[src/design/assert_macros.svh]
// assertion macros used by the ppm frame decoder rtl
`ifndef ASSERT_MACROS_SVH
`define ASSERT_MACROS_SVH
`ifndef SYNTH
`define PPMFD_ASSERT(label, clk, rst_n, prop, msg) \
	label: assert property (@(posedge clk) disable iff (!rst_n) prop) else $error(msg);
`define PPMFD_NEVER(label, clk, rst_n, cond, msg) \
	label: assert property (@(posedge clk) disable iff (!rst_n) !(cond)) else $error(msg);
`else
`define PPMFD_ASSERT(label, clk, rst_n, prop, msg)
`define PPMFD_NEVER(label, clk, rst_n, cond, msg)
`endif
`endif

[src/design/ppmfd_pkg.sv]
// types and constants of the ppm frame decoder
`timescale 1ns / 1ps
package ppmfd_pkg;

	localparam int MAX_RESULTS = 8;

	localparam logic [2:0] ST_WAITING = 3'd0;
	localparam logic [2:0] ST_SYNC    = 3'd1;
	localparam logic [2:0] ST_STORED  = 3'd2;
	localparam logic [2:0] ST_LOST    = 3'd3;
	localparam logic [2:0] ST_REPORT  = 3'd4;

	localparam logic [1:0] CFG_SYNC_MIN  = 2'd0;
	localparam logic [1:0] CFG_PULSE_MIN = 2'd1;
	localparam logic [1:0] CFG_PULSE_MAX = 2'd2;

	localparam logic [15:0] SYNC_MIN_RST  = 16'd2200;
	localparam logic [15:0] PULSE_MIN_RST = 16'd950;
	localparam logic [15:0] PULSE_MAX_RST = 16'd2050;

	typedef struct packed {
		logic [31:0] timestamp_us;
		logic        is_ppm_edge;
	} edge_t;

	typedef struct packed {
		logic [2:0]  status;
		logic [3:0]  channel_index;
		logic [15:0] pulse_width_us;
		logic        frame_seen;
		logic        last;
	} result_t;

	typedef struct packed {
		logic [15:0] sync_min_us;
		logic [15:0] pulse_min_us;
		logic [15:0] pulse_max_us;
	} cfg_t;

	typedef struct packed {
		logic [15:0] gap;
		logic        sync_hit;
		logic        pulse_hit;
	} gap_info_t;

endpackage

[src/design/ppm_frame_decoder_unit.sv]
// Decodes a ppm pulse stream from edge timestamps. An edge that does not complete a frame
// is accepted and yields its single result through the output register, and
// the next edge may be accepted in the cycle after. The edge that stores the last channel
// writes it into the channel ram and the block then reads the frame back through the
// ram's one read port, one report per cycle while result_ready is high: such an edge
// holds edge_ready low until the last of its min(CHANNELS, 8) reports is loaded. Edges with
// is_ppm_edge low are taken and change nothing. No clearing pass follows reset.
`timescale 1ns / 1ps
`include "assert_macros.svh"
module ppm_frame_decoder_unit #(
	parameter int CHANNELS = 8
) (
	input  logic                 clk,
	input  logic                 arst_n,
	input  logic                 edge_valid,
	output logic                 edge_ready,
	input  ppmfd_pkg::edge_t     edge_data,
	output logic                 result_valid,
	input  logic                 result_ready,
	output ppmfd_pkg::result_t   result_data,
	input  logic                 cfg_valid,
	output logic                 cfg_ready,
	input  logic [1:0]           cfg_index,
	input  logic [15:0]          cfg_data
);

	// channel count limited to 1..16
	localparam int NCH = (CHANNELS < 1) ? 1 : ((CHANNELS > 16) ? 16 : CHANNELS);
	localparam int NREP = (NCH < ppmfd_pkg::MAX_RESULTS) ? NCH
		: ppmfd_pkg::MAX_RESULTS;
	localparam int AW = (NCH > 1) ? $clog2(NCH) : 1;
	localparam int RW = $clog2(NREP + 1);
	localparam logic [AW-1:0] LAST_CH  = AW'(NCH - 1);
	localparam logic [AW-1:0] LAST_REP = AW'(NREP - 1);
	localparam logic [RW-1:0] NREP_C   = RW'(NREP);

	localparam logic S_IDLE   = 1'b0;
	localparam logic S_REPORT = 1'b1;

	logic                 state_q;
	ppmfd_pkg::cfg_t      cfg_q;
	logic [15:0]          prev_q;
	logic                 locked_q;
	logic [AW-1:0]        count_q;
	logic                 upd_q;
	logic [RW-1:0]        rd_k_q;
	logic [AW-1:0]        rep_k_q;
	logic                 pend_q;
	logic                 valid_q;
	ppmfd_pkg::result_t   res_q;

	ppmfd_pkg::gap_info_t info;
	logic                 take;
	logic                 accept;
	logic                 locked_n;
	logic [AW-1:0]        count_n;
	logic                 upd_n;
	logic                 wr_en;
	logic                 frame_done;
	logic                 single_load;
	logic [2:0]           st_n;
	logic [3:0]           idx_n;
	logic                 issue;
	logic                 load;
	logic [15:0]          ram_rdata;
	logic                 in_report;
	logic                 out_rep_last;
	logic                 rep_idx_last;
	logic                 out_lost;
	logic                 done_take;
	logic                 cnt_zero;

	assign edge_ready = (state_q == S_IDLE) && (!valid_q || result_ready);
	assign take       = edge_valid && edge_ready;
	assign accept     = take && edge_data.is_ppm_edge;
	assign cfg_ready  = 1'b1;

	ppmfd_gap u_gap (
		.now_us  (edge_data.timestamp_us[15:0]),
		.prev_us (prev_q),
		.cfg     (cfg_q),
		.info    (info)
	);

	always_comb begin
		locked_n   = locked_q;
		count_n    = count_q;
		upd_n      = upd_q;
		wr_en      = 1'b0;
		frame_done = 1'b0;
		st_n       = ppmfd_pkg::ST_WAITING;
		idx_n      = 4'd0;
		if (!locked_q) begin
			if (info.sync_hit) begin
				locked_n = 1'b1;
				count_n  = '0;
				upd_n    = 1'b0;
				st_n     = ppmfd_pkg::ST_SYNC;
			end
		end else if (info.sync_hit) begin
			count_n = '0;
			upd_n   = 1'b1;
			st_n    = ppmfd_pkg::ST_SYNC;
		end else if (info.pulse_hit) begin
			wr_en = 1'b1;
			st_n  = ppmfd_pkg::ST_STORED;
			idx_n = 4'(count_q);
			if (count_q == LAST_CH) begin
				count_n    = '0;
				frame_done = 1'b1;
			end else begin
				count_n = count_q + AW'(1);
			end
		end else begin
			locked_n = 1'b0;
			st_n     = ppmfd_pkg::ST_LOST;
		end
	end

	assign single_load = accept && !frame_done;
	assign load  = (state_q == S_REPORT) && pend_q && (!valid_q || result_ready);
	assign issue = (state_q == S_REPORT) && (rd_k_q != NREP_C) && (!pend_q || load);

	ppmfd_ram #(
		.WIDTH (16),
		.DEPTH (NCH)
	) u_store (
		.clk   (clk),
		.we    (accept && wr_en),
		.waddr (count_q),
		.wdata (info.gap),
		.re    (issue),
		.raddr (rd_k_q[AW-1:0]),
		.rdata (ram_rdata)
	);

	always_ff @(posedge clk or negedge arst_n) begin
		if (!arst_n) begin
			cfg_q.sync_min_us  <= ppmfd_pkg::SYNC_MIN_RST;
			cfg_q.pulse_min_us <= ppmfd_pkg::PULSE_MIN_RST;
			cfg_q.pulse_max_us <= ppmfd_pkg::PULSE_MAX_RST;
		end else if (cfg_valid && cfg_ready) begin
			case (cfg_index)
				ppmfd_pkg::CFG_SYNC_MIN: begin
					cfg_q.sync_min_us <= cfg_data;
				end
				ppmfd_pkg::CFG_PULSE_MIN: begin
					cfg_q.pulse_min_us <= cfg_data;
				end
				ppmfd_pkg::CFG_PULSE_MAX: begin
					cfg_q.pulse_max_us <= cfg_data;
				end
				default: begin
				end
			endcase
		end
	end

	always_ff @(posedge clk or negedge arst_n) begin
		if (!arst_n) begin
			state_q  <= S_IDLE;
			prev_q   <= '0;
			locked_q <= 1'b0;
			count_q  <= '0;
			upd_q    <= 1'b0;
			rd_k_q   <= '0;
			rep_k_q  <= '0;
			pend_q   <= 1'b0;
			valid_q  <= 1'b0;
		end else begin
			if (accept) begin
				prev_q   <= edge_data.timestamp_us[15:0];
				locked_q <= locked_n;
				count_q  <= count_n;
				upd_q    <= upd_n;
				if (frame_done) begin
					state_q <= S_REPORT;
					rd_k_q  <= '0;
					rep_k_q <= '0;
					pend_q  <= 1'b0;
				end
			end
			if (state_q == S_REPORT) begin
				if (issue) begin
					rd_k_q <= rd_k_q + RW'(1);
					pend_q <= 1'b1;
				end else if (load) begin
					pend_q <= 1'b0;
				end
				if (load) begin
					rep_k_q <= rep_k_q + AW'(1);
					if (rep_k_q == LAST_REP) begin
						state_q <= S_IDLE;
					end
				end
			end
			if (single_load || load) begin
				valid_q <= 1'b1;
			end else if (result_ready) begin
				valid_q <= 1'b0;
			end
		end
	end

	always_ff @(posedge clk) begin
		if (single_load) begin
			res_q.status         <= st_n;
			res_q.channel_index  <= idx_n;
			res_q.pulse_width_us <= info.gap;
			res_q.frame_seen     <= upd_n;
			res_q.last           <= 1'b1;
		end else if (load) begin
			res_q.status         <= ppmfd_pkg::ST_REPORT;
			res_q.channel_index  <= 4'(rep_k_q);
			res_q.pulse_width_us <= ram_rdata;
			res_q.frame_seen     <= upd_q;
			res_q.last           <= (rep_k_q == LAST_REP);
		end
	end

	assign result_valid = valid_q;
	assign result_data  = res_q;

	assign in_report    = (state_q == S_REPORT);
	assign out_rep_last = valid_q && (res_q.status == ppmfd_pkg::ST_REPORT) && res_q.last;
	assign rep_idx_last = (res_q.channel_index == 4'(LAST_REP));
	assign out_lost     = valid_q && (res_q.status == ppmfd_pkg::ST_LOST);
	assign done_take    = accept && frame_done;
	assign cnt_zero     = (count_q == '0);

	`PPMFD_NEVER(a_no_take_in_report, clk, arst_n, in_report && edge_ready, "edge in report")
	`PPMFD_ASSERT(a_pend_in_report, clk, arst_n, pend_q |-> in_report, "read pending outside")
	`PPMFD_ASSERT(a_rep_last_idx, clk, arst_n, out_rep_last |-> rep_idx_last, "bad final index")
	`PPMFD_ASSERT(a_lost_unlocks, clk, arst_n, out_lost |-> !locked_q, "lost while locked")
	`PPMFD_ASSERT(a_done_locked, clk, arst_n, done_take |=> (locked_q && cnt_zero), "bad frame end")

endmodule

[src/design/ppmfd_ram.sv]
// generic single write port ram with registered read
`timescale 1ns / 1ps
module ppmfd_ram #(
	parameter int WIDTH = 16,
	parameter int DEPTH = 8
) (
	input  logic                                   clk,
	input  logic                                   we,
	input  logic [(DEPTH > 1 ? $clog2(DEPTH) : 1)-1:0] waddr,
	input  logic [WIDTH-1:0]                       wdata,
	input  logic                                   re,
	input  logic [(DEPTH > 1 ? $clog2(DEPTH) : 1)-1:0] raddr,
	output logic [WIDTH-1:0]                       rdata
);

	logic [WIDTH-1:0] mem [DEPTH];
	logic [WIDTH-1:0] rdata_q;

	always_ff @(posedge clk) begin
		if (we) begin
			mem[waddr] <= wdata;
		end
		if (re) begin
			rdata_q <= mem[raddr];
		end
	end

	assign rdata = rdata_q;

endmodule

[src/design/ppmfd_gap.sv]
// gap measurement and window classification of one ppm edge
`timescale 1ns / 1ps
module ppmfd_gap (
	input  logic [15:0]          now_us,
	input  logic [15:0]          prev_us,
	input  ppmfd_pkg::cfg_t      cfg,
	output ppmfd_pkg::gap_info_t info
);

	logic [15:0] gap;

	assign gap = now_us - prev_us;

	always_comb begin
		info.gap       = gap;
		info.sync_hit  = (gap >= cfg.sync_min_us);
		info.pulse_hit = (gap >= cfg.pulse_min_us) && (gap <= cfg.pulse_max_us);
	end

endmodule

[config.mk]
export PLATFORM = sky130hd
export DESIGN_NAME = ppm_frame_decoder_unit
export DESIGN_NICKNAME = d
export VERILOG_FILES = /design/src/design/ppmfd_pkg.sv /design/src/design/ppm_frame_decoder_unit.sv /design/src/design/ppmfd_ram.sv /design/src/design/ppmfd_gap.sv
export VERILOG_INCLUDE_DIRS = /design/src /design/src/design
export SDC_FILE = /design/constraint.sdc
export NUM_CORES = 1
export LEC_CHECK = 0
export BUFFER_PORTS_ARGS = -buffer_cell sky130_fd_sc_hd__buf_2
export CAP_MARGIN = 20
export CORE_UTILIZATION = 55
export CTS_BUF_LIST = sky130_fd_sc_hd__clkbuf_16
export CTS_CLUSTER_SIZE = 20
export DETAILED_ROUTE_END_ITERATION = 12
export MAX_ROUTING_LAYER = met4
export PLACE_DENSITY_LB_ADDON = 0.08
export SYNTH_ARGS = -nofsm -noshare
export SYNTH_HDL_FRONTEND = slang
export SYNTH_HIERARCHICAL = 1
export SYNTH_SLANG_ARGS = --single-unit
[constraint.sdc]
create_clock -name clk -period 5.5 [get_ports clk]
set_input_delay 0.275 -clock clk [delete_from_list [all_inputs] [get_ports clk]]
set_output_delay 0.275 -clock clk [all_outputs]
set_load 0.03 [all_outputs]
# After elaboration in Yosys (flattened, before gate mapping)
# Memory sizes are Yosys's and may differ from the RTL's. A register that Yosys moved wholly into a read port is not among the register bits.
# Index checks and enable logic that the tools add are counted.
word_totals:
  out_inout_bits: 28
  memories: 1
  ramBits: 128
  inputBits: 56
  regBits: 104
op_classes:
  bitwise: 1
  add_sub_neg: 4
  n_reduce_logical: 25
  n_mux: 49
  eq_ne: 5
  n_lt_le_gt_ge: 3
mem_list:
  columns: ["memory", "depth", "width", "rd", "rd_ports_with_merged_regs", "wr", "line", "rtl"]
  rows:
  - ["u_store.mem", 8, 16, 1, 1, 1, "ppmfd_ram.sv:16", "logic [WIDTH-1:0] mem [DEPTH];"]
ops:
  columns: ["cell", "n"]
  rows:
  - ["$mux W25", 2]
  - ["$mux W3", 12]
  - ["$ge A16 B16 Y1", 2]
  - ["$mux W1", 29]
  - ["$mux W4", 5]
  - ["$le A16 B16 Y1", 1]
  - ["$sub A16 B16 Y16", 1]
  - ["$logic_and A1 B1 Y1", 10]
  - ["$reduce_bool A2 Y1", 4]
  - ["$add A3 B1 Y3 const B", 2]
  - ["$eq A3 B3 Y1 const B", 2]
  - ["$reduce_and A2 Y1", 3]
  - ["$add A4 B1 Y4 const B", 1]
  - ["$ne A4 B4 Y1 const B", 1]
  - ["$logic_not A1 Y1", 3]
  - ["$logic_or A1 B1 Y1", 3]
  - ["$reduce_and A3 Y1", 1]
  - ["$eq A2 B1 Y1 const B", 1]
  - ["$eq A2 B2 Y1 const B", 1]
  - ["$logic_not A2 Y1", 1]
  - ["$mux W2", 1]
  - ["$not A1 Y1", 1]

# Depth between registers and ports, before layout
# Gate-level depths: netlist of the first run.
depth:
  word_depth: 11
  ltp_mapped: 22
  depth_no_buf: 21

# Hierarchy
# The synthesis of the first run kept the hierarchy.
by_module_without_submodules:
  columns: ["mod", "instances", "area_each_um2", "cells_per_inst", "seq_area_each_um2"]
  rows:
  - ["ppmfd_ram", 1, 5454.0, 214, 4324.1]
  - ["ppm_frame_decoder_unit", 1, 4216.5, 313, 2703.8]
  - ["ppmfd_gap", 1, 1913.1, 257, 0.0]

# Worst setup path after synthesis of the first run
# No wires, ideal clock.
synth_path:
  path_type: "register to register"
  start: "reg prev_q[0]"
  end: "mem u_store.mem[0][0], enable pin"
  required_time_ns: 5.091
  t_arrival_ns: 5.566
  period_less_slack_ns: 5.975
  stages_incl_launch_ff: 18
  setup_ns: 0.409
  n_path_buf: 0
  slack_ns: -0.475
  cell_sequence: "dfrtp_1 ha_1 inv_1 fa_1 a21o_1 a21o_1 a21oi_1 o21ai_0 o311ai_0 ha_1 nand4_1 or3_1 or2_2 a22oi_1 nand2_1 nor3_1 nand2b_1 nor3_1"
synth_lines:
  columns: ["element", "line", "rtl"]
  rows:
  - ["start, declared", "ppm_frame_decoder_unit.sv:42", "logic [15:0] prev_q;"]
  - ["start signal, assigned", "ppm_frame_decoder_unit.sv:172", "prev_q <= edge_data.timestamp_us[15:0];"]
  - ["end, declared", "ppmfd_ram.sv:16", null]

==> impl_results.md, run 1 <==
* Outcome: finished, final reports clean
* DRT iter0 DRCs at ~360
* Final GP Congestion at 0.860
* Finished Layout Cells at roughly 1200
* Mapped Nets at between 900 and 1000
* Die X at between 100 and 150 um
* Die height at between 100 and 150 um
* CORE AREA at between 20000 and 25000 um2
* Cells on worst reg2reg path at 19
* Yosys top cell area share at 43.3%
* Data arrival, critical path at around 5400 ps
* Layout cells sized above 1 at roughly a quarter
* Primary FF master, synth: edfxtp_1
* Placed Area at 12300 um2
* Initial Util at about 57%
* GRT Residual Overflow at 0
* Row Count at 52
* Finished Cell Area at approximately 13000 um2
* Largest area contributor in the synthesized netlist: edfxtp_1
* Final wirelength at ~23000 um
* Setup_tns at 0 ps
* # diodes at 0
* Ys Warns at 6
* VDD IR max at 0.000338 V
* Synth cell types at 61
* Post-synth top cells: edfxtp_1 (167), ha_1 (69), inv_1 (69), nand2_1 (69), mux2_2 (67)
* Gr usage total at ~23%
* Initial antenna violation count at 0
* Via density at between 5 and 6
* Crit path capture type: flip-flop
* CTS tree: built
* Detail Placement HPWL at 15200 um
* Finish-stage setup viols at 0
* Reg-to-reg endpoint: u_store/mem[6][0]
* HP Class: in2reg
* Final Hold Vio Count at 0
* Number of global-route vias before repair at 6955
* DR vias at around 6700
* Final antenna-violating net count at 0
* Critical path required time at 5680 ps
* Hold Path Stages at 2
* Fin nets at around 1000
* Final period utilization at 94.4%
* Syn avg cell area at approximately 15 um2
* Slew HR at 32.4%
* Skew-Pair Late Insertion Delay at roughly 520 ps
* I/O pin total at 84
* Worst Max-Slew Pin Slew at between 1000 and 1500 ps
* CP Launch Type: flip-flop
* DR DRC count at 0
* Placed cell count at roughly 1100
* CTS max path bufs at 3
* Largest net degree at the start of global routing at 53
* Mapped Cells at between 700 and 800
* Synthesis-to-layout area growth at 15.0%
* Yosys reg bits at between 200 and 250
* CTS Sinks at around 250
* Worst Hold End: cfg_q[8]
* CTS clock-pin slew for the worst setup and hold paths at 60 ps
* R2R Setup Slk at a little over 300 ps
* First-pass GRT wire length at around 37000 um
* Cts bufs inserted at 26
* Post CTS Setup Buffer Count at 0
* CTS H-tree lvls at 1
* Crit path time final at 5190 ps
* Critical path startpoint: prev_q[1]
* Unrepaired setup endpoints after global routing: false
* P_leak at 5.54 nW
* Drt pass-1 iters at 4
* Full die area at around 22000 um2
* Critical-path maximum fanout at 16
* Hold path startpoint: cfg_data[8]
* Root buffer cell: clkbuf_16
* Number of synthesized flops with an enable pin at approximately 170
* Sequential element share of the synthesized area at between 60% and 70%
* PwrDens at 559 nW/um2
* Post-synthesis cell area at 11600 um2
* PortBufs at 65
* Routed len/inst at roughly 19 um
* Max-cap violations at 0
* Max-slew violation count at 0
* Synth top area cells: edfxtp_1 (43%), dfrtp_1 (14%), ha_1 (7.5%), mux2_2 (6.5%), mux4_1 (6.4%)
* Fraction of registers with async set/reset at between 30% and 40%
* Clk_skew at roughly 26 ps
* Max Clk Rate at slightly below 200 MHz
* Most numerous cell in the Yosys netlist: edfxtp_1
* Worst Path Class, Setup: reg2reg
* Reg2reg start: prev_q[1]
[critical path: stages, from the launching register on]
cell	delay, ps
dfrtp_1	380
inv_1	100
ha_1	230
nor2b_1	140
o2111ai_1	310
a31oi_1	170
or4b_1	490
a31oi_1	270
xnor2_2	240
ha_1	380
nand4_1	120
or3_1	340
or2_2	300
a22oi_1	280
buf_4	200
nand2_1	70
nor3_1	220
nand2_1	180
nor2_1	130
buf_4	310
[cell families (layout without fill, tap and decap cells)]
family	Yosys count	in the layout	share of synthesized area [%]
xor gates and xnor gates	15	15	1.13
muxes	102	102	13.9
and+or+nand+nor	146	146	6.51
buffers and inverters	93	231	3.53
DFF	247	247	60.7
AOI/OAI and AO/OA	109	109	6.56
other	2	2	0.0648
adders and majority gates	70	70	7.63
[power by group]
part / internal (W) / total [W] / leakage [nW] / switching, W
clock network: 0.000923 / 0.00160 / 0.422 / 0.000673
logic: 0.00125 / 0.00305 / 2.66 / 0.00180
registers: 0.00263 / 0.00281 / 2.46 / 0.000181
[per-layer routing]
| metal | GRT usage (%) | up-vias | share of wire (%) |
|---|---|---|---|
| met3 | 2.67 | 37 | 4.5 |
| met5 | - | - | 0 |
| met2 | 39.4 | 149 | 51 |
| li1 | - | 3190 | - |
| met4 | 6.75 | 0 | 2.3 |
| met1 | 29.0 | 3293 | 42 |
[cell usage in the layout (no fill, tap or decap), types with 22 or more instances in the layout]
cell type,n
edfxtp_1,167
buf_2,64
mux4_1,28
dfrtp_1,65
buf_4,28
nand2_1,69
mux2_2,67
inv_1,80
clkbuf_16,27
ha_1,69
a21oi_1,22
[registers in the layout, summed over array words and instances (netlist names), 3 cells and up]
register	flops
result_data	24
count_q	3
cfg_q	48
rd_k_q	4
u_store/rdata	16
rep_k_q	3
u_store/mem	128
prev_q	16
[per-stage QoR]
| stage | worst slack, ps | hold slack [ps] | util, % | power [W] |
|---|---|---|---|---|
| 2_1_floorplan | 283 | -20.6 | - | 0.00484 |
| 3_3_place_gp | 402 | 209 | 60.3 | 0.00573 |
| 3_5_place_dp | 281 | 217 | 60.3 | 0.00587 |
| 4_1_cts | 257 | 0.157 | 65.1 | 0.00750 |
| 5_1_grt | 2.85 | 7.22 | 65.2 | 0.00793 |
| 6_report | 308 | 17.7 | 65.2 | 0.00745 |
[how the worst max path moves through the flow]
stage                                    end  slack (ps)  cells past startpoint
after global routing       u_store/mem[7][2]           3                     23
final                      u_store/mem[6][0]         310                     19
after floorplan            u_store/mem[1][0]         280                     17
after detailed placement  u_store/mem[2][10]         280                     19
after global placement     u_store/mem[2][9]         400                     19
after CTS                  u_store/mem[2][2]         260                     19
[timing repair]
| action | in CTS | in global routing |
|---|---|---|
| endpoints found under the hold margin | 46 | 0 |
| gates resized for setup | 0 | 4 |
| endpoints found under the setup margin | 0 | 130 |
| hold buffers | 19 | 0 |
[final cells by class]
cell class | instances | area (um2)
clock buffer | 27 | 676
clock inverter | 21 | 106
fill | 1496 | 7100
inverter | 69 | 259
multi-input combinational | 444 | 4160
sequential | 247 | 7030
tap | 270 | 338
timing repair buffer | 114 | 754
No activity file was read; power rests on OpenSTA's default activity.
==> run 2: changes to the inputs <==
--- a/config.mk
+++ b/config.mk
@@ -7,7 +7,8 @@
 export NUM_CORES = 1
 export LEC_CHECK = 0
 export BUFFER_PORTS_ARGS = -buffer_cell sky130_fd_sc_hd__buf_2
-export CAP_MARGIN = 20
+export CORE_ASPECT_RATIO = 2
+export CORE_MARGIN = 3
 export CORE_UTILIZATION = 55
 export CTS_BUF_LIST = sky130_fd_sc_hd__clkbuf_16
 export CTS_CLUSTER_SIZE = 20
==> impl_results.md, run 2 (synthesis gave the netlist of run 1 again) <==
* VDD IR max at 0.000415 V (+23%)
* Synthesis-to-layout area growth at 15.7%
* Finished Layout Cells at 1184 (-0.67%)
* DR DRC count at 0 (unchanged)
* Worst path slowest cell: dlygate4sd3_1
* Total power at 0.00749 W (+0.49%)
* PortBufs at 65 (unchanged)
* CTS clock-pin slew for the worst setup and hold paths at 70 ps (about the same)
* Initial antenna violation count at 0 (unchanged)
* Routed len/inst at 20.9 um (+7.3%)
* Critical-path maximum fanout at 14 (-2)
* Max reg flops at 128 (unchanged)
* Outcome: finished, final reports clean
* Unrepaired setup endpoints after global routing: false
* Worst Max-Slew Pin Slew at 1070 ps (+52.8 ps)
* Crit path time final at 5300 ps (+111 ps)
* Clk_skew at 22.8 ps (-2.76 ps)
* Max-slew violation count at 0 (unchanged)
* Die height at 211 um (+44%)
* Commonest non-fill, non-tap cell in the layout: edfxtp_1
* DR vias at 6768 (+1.5%)
* Hold Path Stages at 2 (unchanged)
* Core Util, Final at 65.2% (about the same)
* Critical path required time at 5710 ps (+30 ps)
* P_leak at 5.53 nW (-0.21%)
* Initial Util at 56.4% (-0.35 points)
* I/O pin total at 84 (unchanged)
* Cells on worst reg2reg path at 19 (unchanged)
* Max-cap violations at 0 (unchanged)
* Detail Placement HPWL at 17100 um (+13%)
* PwrDens at 559 nW/um2 (about the same)
* Max Clk Rate at 189 MHz (-2.1%)
* Cts bufs inserted at 22 (-15%)
* Root buffer cell: clkbuf_16
* Drt pass-1 iters at 5 (+1)
* Final wirelength at 24700 um (+6.6%)
* CORE AREA at 20600 um2 (+0.61%)
* CTS tree: built
* Worst Path Class, Setup: in2reg
* HP Class: in2reg
* CTS max path bufs at 3 (unchanged)
* Gr usage total at 23.2% (+0.19 points)
* Slew HR at 28.8% (-3.5 points)
* Crit path capture type: flip-flop
* Final Hold Vio Count at 0 (unchanged)
* CP Launch Type: input pin
* Data arrival, critical path at 5510 ps (+140 ps)
* GRT Residual Overflow at 0 (unchanged)
* Most frequent cells in the layout: edfxtp_1 (167), inv_1 (70), nand2_1 (69), ha_1 (69), mux2_2 (67)
* Skew-Pair Late Insertion Delay at 510 ps (about the same)
* Number of global-route vias before repair at 7226 (+3.9%)
* Stages on the worst setup path at 20 (+1)
* Post CTS Setup Buffer Count at 0 (unchanged)
* # diodes at 0 (unchanged)
* Final antenna-violating net count at 0 (unchanged)
* DRT iter0 DRCs at 311 (-14%)
* CTS H-tree lvls at 1 (unchanged)
* CTS Sinks at 247 (unchanged)
* Worst path cell trace: dlygate4sd3_1 > buf_2 > ha_1 > a21o_1 > a21oi_1 > inv_1 > or4b_1 > a31oi_1 > xnor2_2 > ha_1 > nand4_1 > or3_1 > or2_2 > a22oi_1 > buf_4 > nand2_1 > nor3_1 > nand2_1 > nor2_1 > buf_12
* First-pass GRT wire length at 38800 um (+4.8%)
* CP delay by family, top: simple AND/OR/NAND/NOR gates
* Fin nets at 1028 (unchanged)
* Finish-stage setup viols at 0 (unchanged)
* Die X at 109 um (-26%)
* Final GP Congestion at 0.818 (-5.0%)
* Final period utilization at 96.4% (+2.0 points)
* Via density at 5.72 (+2.2%)
* Row Count at 74 (+42%)
* Placed cell count at 1126 (+0.18%)
* Full die area at 22900 um2 (+6.0%)
* Largest net degree at the start of global routing at 80 (+51%)
* Max incr delay on CP at 530 ps (+40 ps)
* Layout cells sized above 1 at 25.7% (+1.5 points)
* CP bufs+invs at 5 (+2)
* Register bank with the most flops: u_store/mem
[run 2: report_power, final]
part / switching (W) / internal, W / total, W
clock network: 0.000665 / 0.000908 / 0.00157
logic: 0.00185 / 0.00126 / 0.00312
registers: 0.000175 / 0.00262 / 0.00280
total: 0.00269 / 0.00480 / 0.00749
[run 2: final timing paths]
| path | slack (ps) | from | end |
|---|---|---|---|
| setup / recovery | 200 | edge_data[9] | u_store/mem[5][7] |
| hold / removal | 30 | cfg_data[7] | cfg_q[7] |
| setup reg to reg | 240 | prev_q[8] | u_store/mem[5][7] |
| hold reg to reg | 480 | prev_q[12] | prev_q[12] |
| max in group asynchronous | 4330 | arst_n | rd_k_q[2] |
| min in group asynchronous | 480 | arst_n | prev_q[15] |
[run 2: area by class of cell]
| type | instances | area [um2] |
|---|---|---|
| sequential | 247 | 7030 |
| clock inverter | 17 | 175 |
| multi-input combinational | 444 | 4190 |
| clock buffer | 23 | 576 |
| inverter | 69 | 259 |
| timing repair buffer | 118 | 846 |
| fill | 1556 | 7150 |
| tap | 266 | 333 |
[run 2: worst register-to-register path: cells and delay by family, from the launching register on]
kind / cells / cell delay, ps
AO/OA/AOI/OAI: 4 / 1000
XOR/XNOR: 1 / 250
adder cells (fa/ha/maj): 2 / 770
buffers and inverters: 4 / 520
flip-flops: 1 / 350
AND/OR/NAND/NOR: 8 / 2040
[run 2: timing repair]
| item | CTS | global route |
|---|---|---|
| hold endpoints to repair | 81 | 0 |
| endpoints found under the setup margin | 0 | 158 |
| resized for setup | 0 | 5 |
| hold buffers | 18 | 0 |
[run 2: metrics by stage]
step / hold slack, ps / TNS [ps] / cell area [um2] / worst slack, ps
2_1_floorplan: -20.6 / 0 / 11600 / 283
3_3_place_gp: 458 / 0 / 12400 / 153
6_report: 27.8 / 0 / 13400 / 197
3_5_place_dp: 464 / -1170 / 12400 / -39.2
5_1_grt: 20.1 / 0 / 13400 / 22.5
4_1_cts: 6.52 / 0 / 13400 / 10.2
[run 2: routing by layer]
layer | global-route usage, % | part of all wire [%] | vias to the layer above
met2 | 44.2 | 58 | 132
met5 | - | 0 | -
met1 | 24.0 | 35 | 3408
met4 | 8.76 | 3.5 | 0
met3 | 2.29 | 3.4 | 41
li1 | - | - | 3187
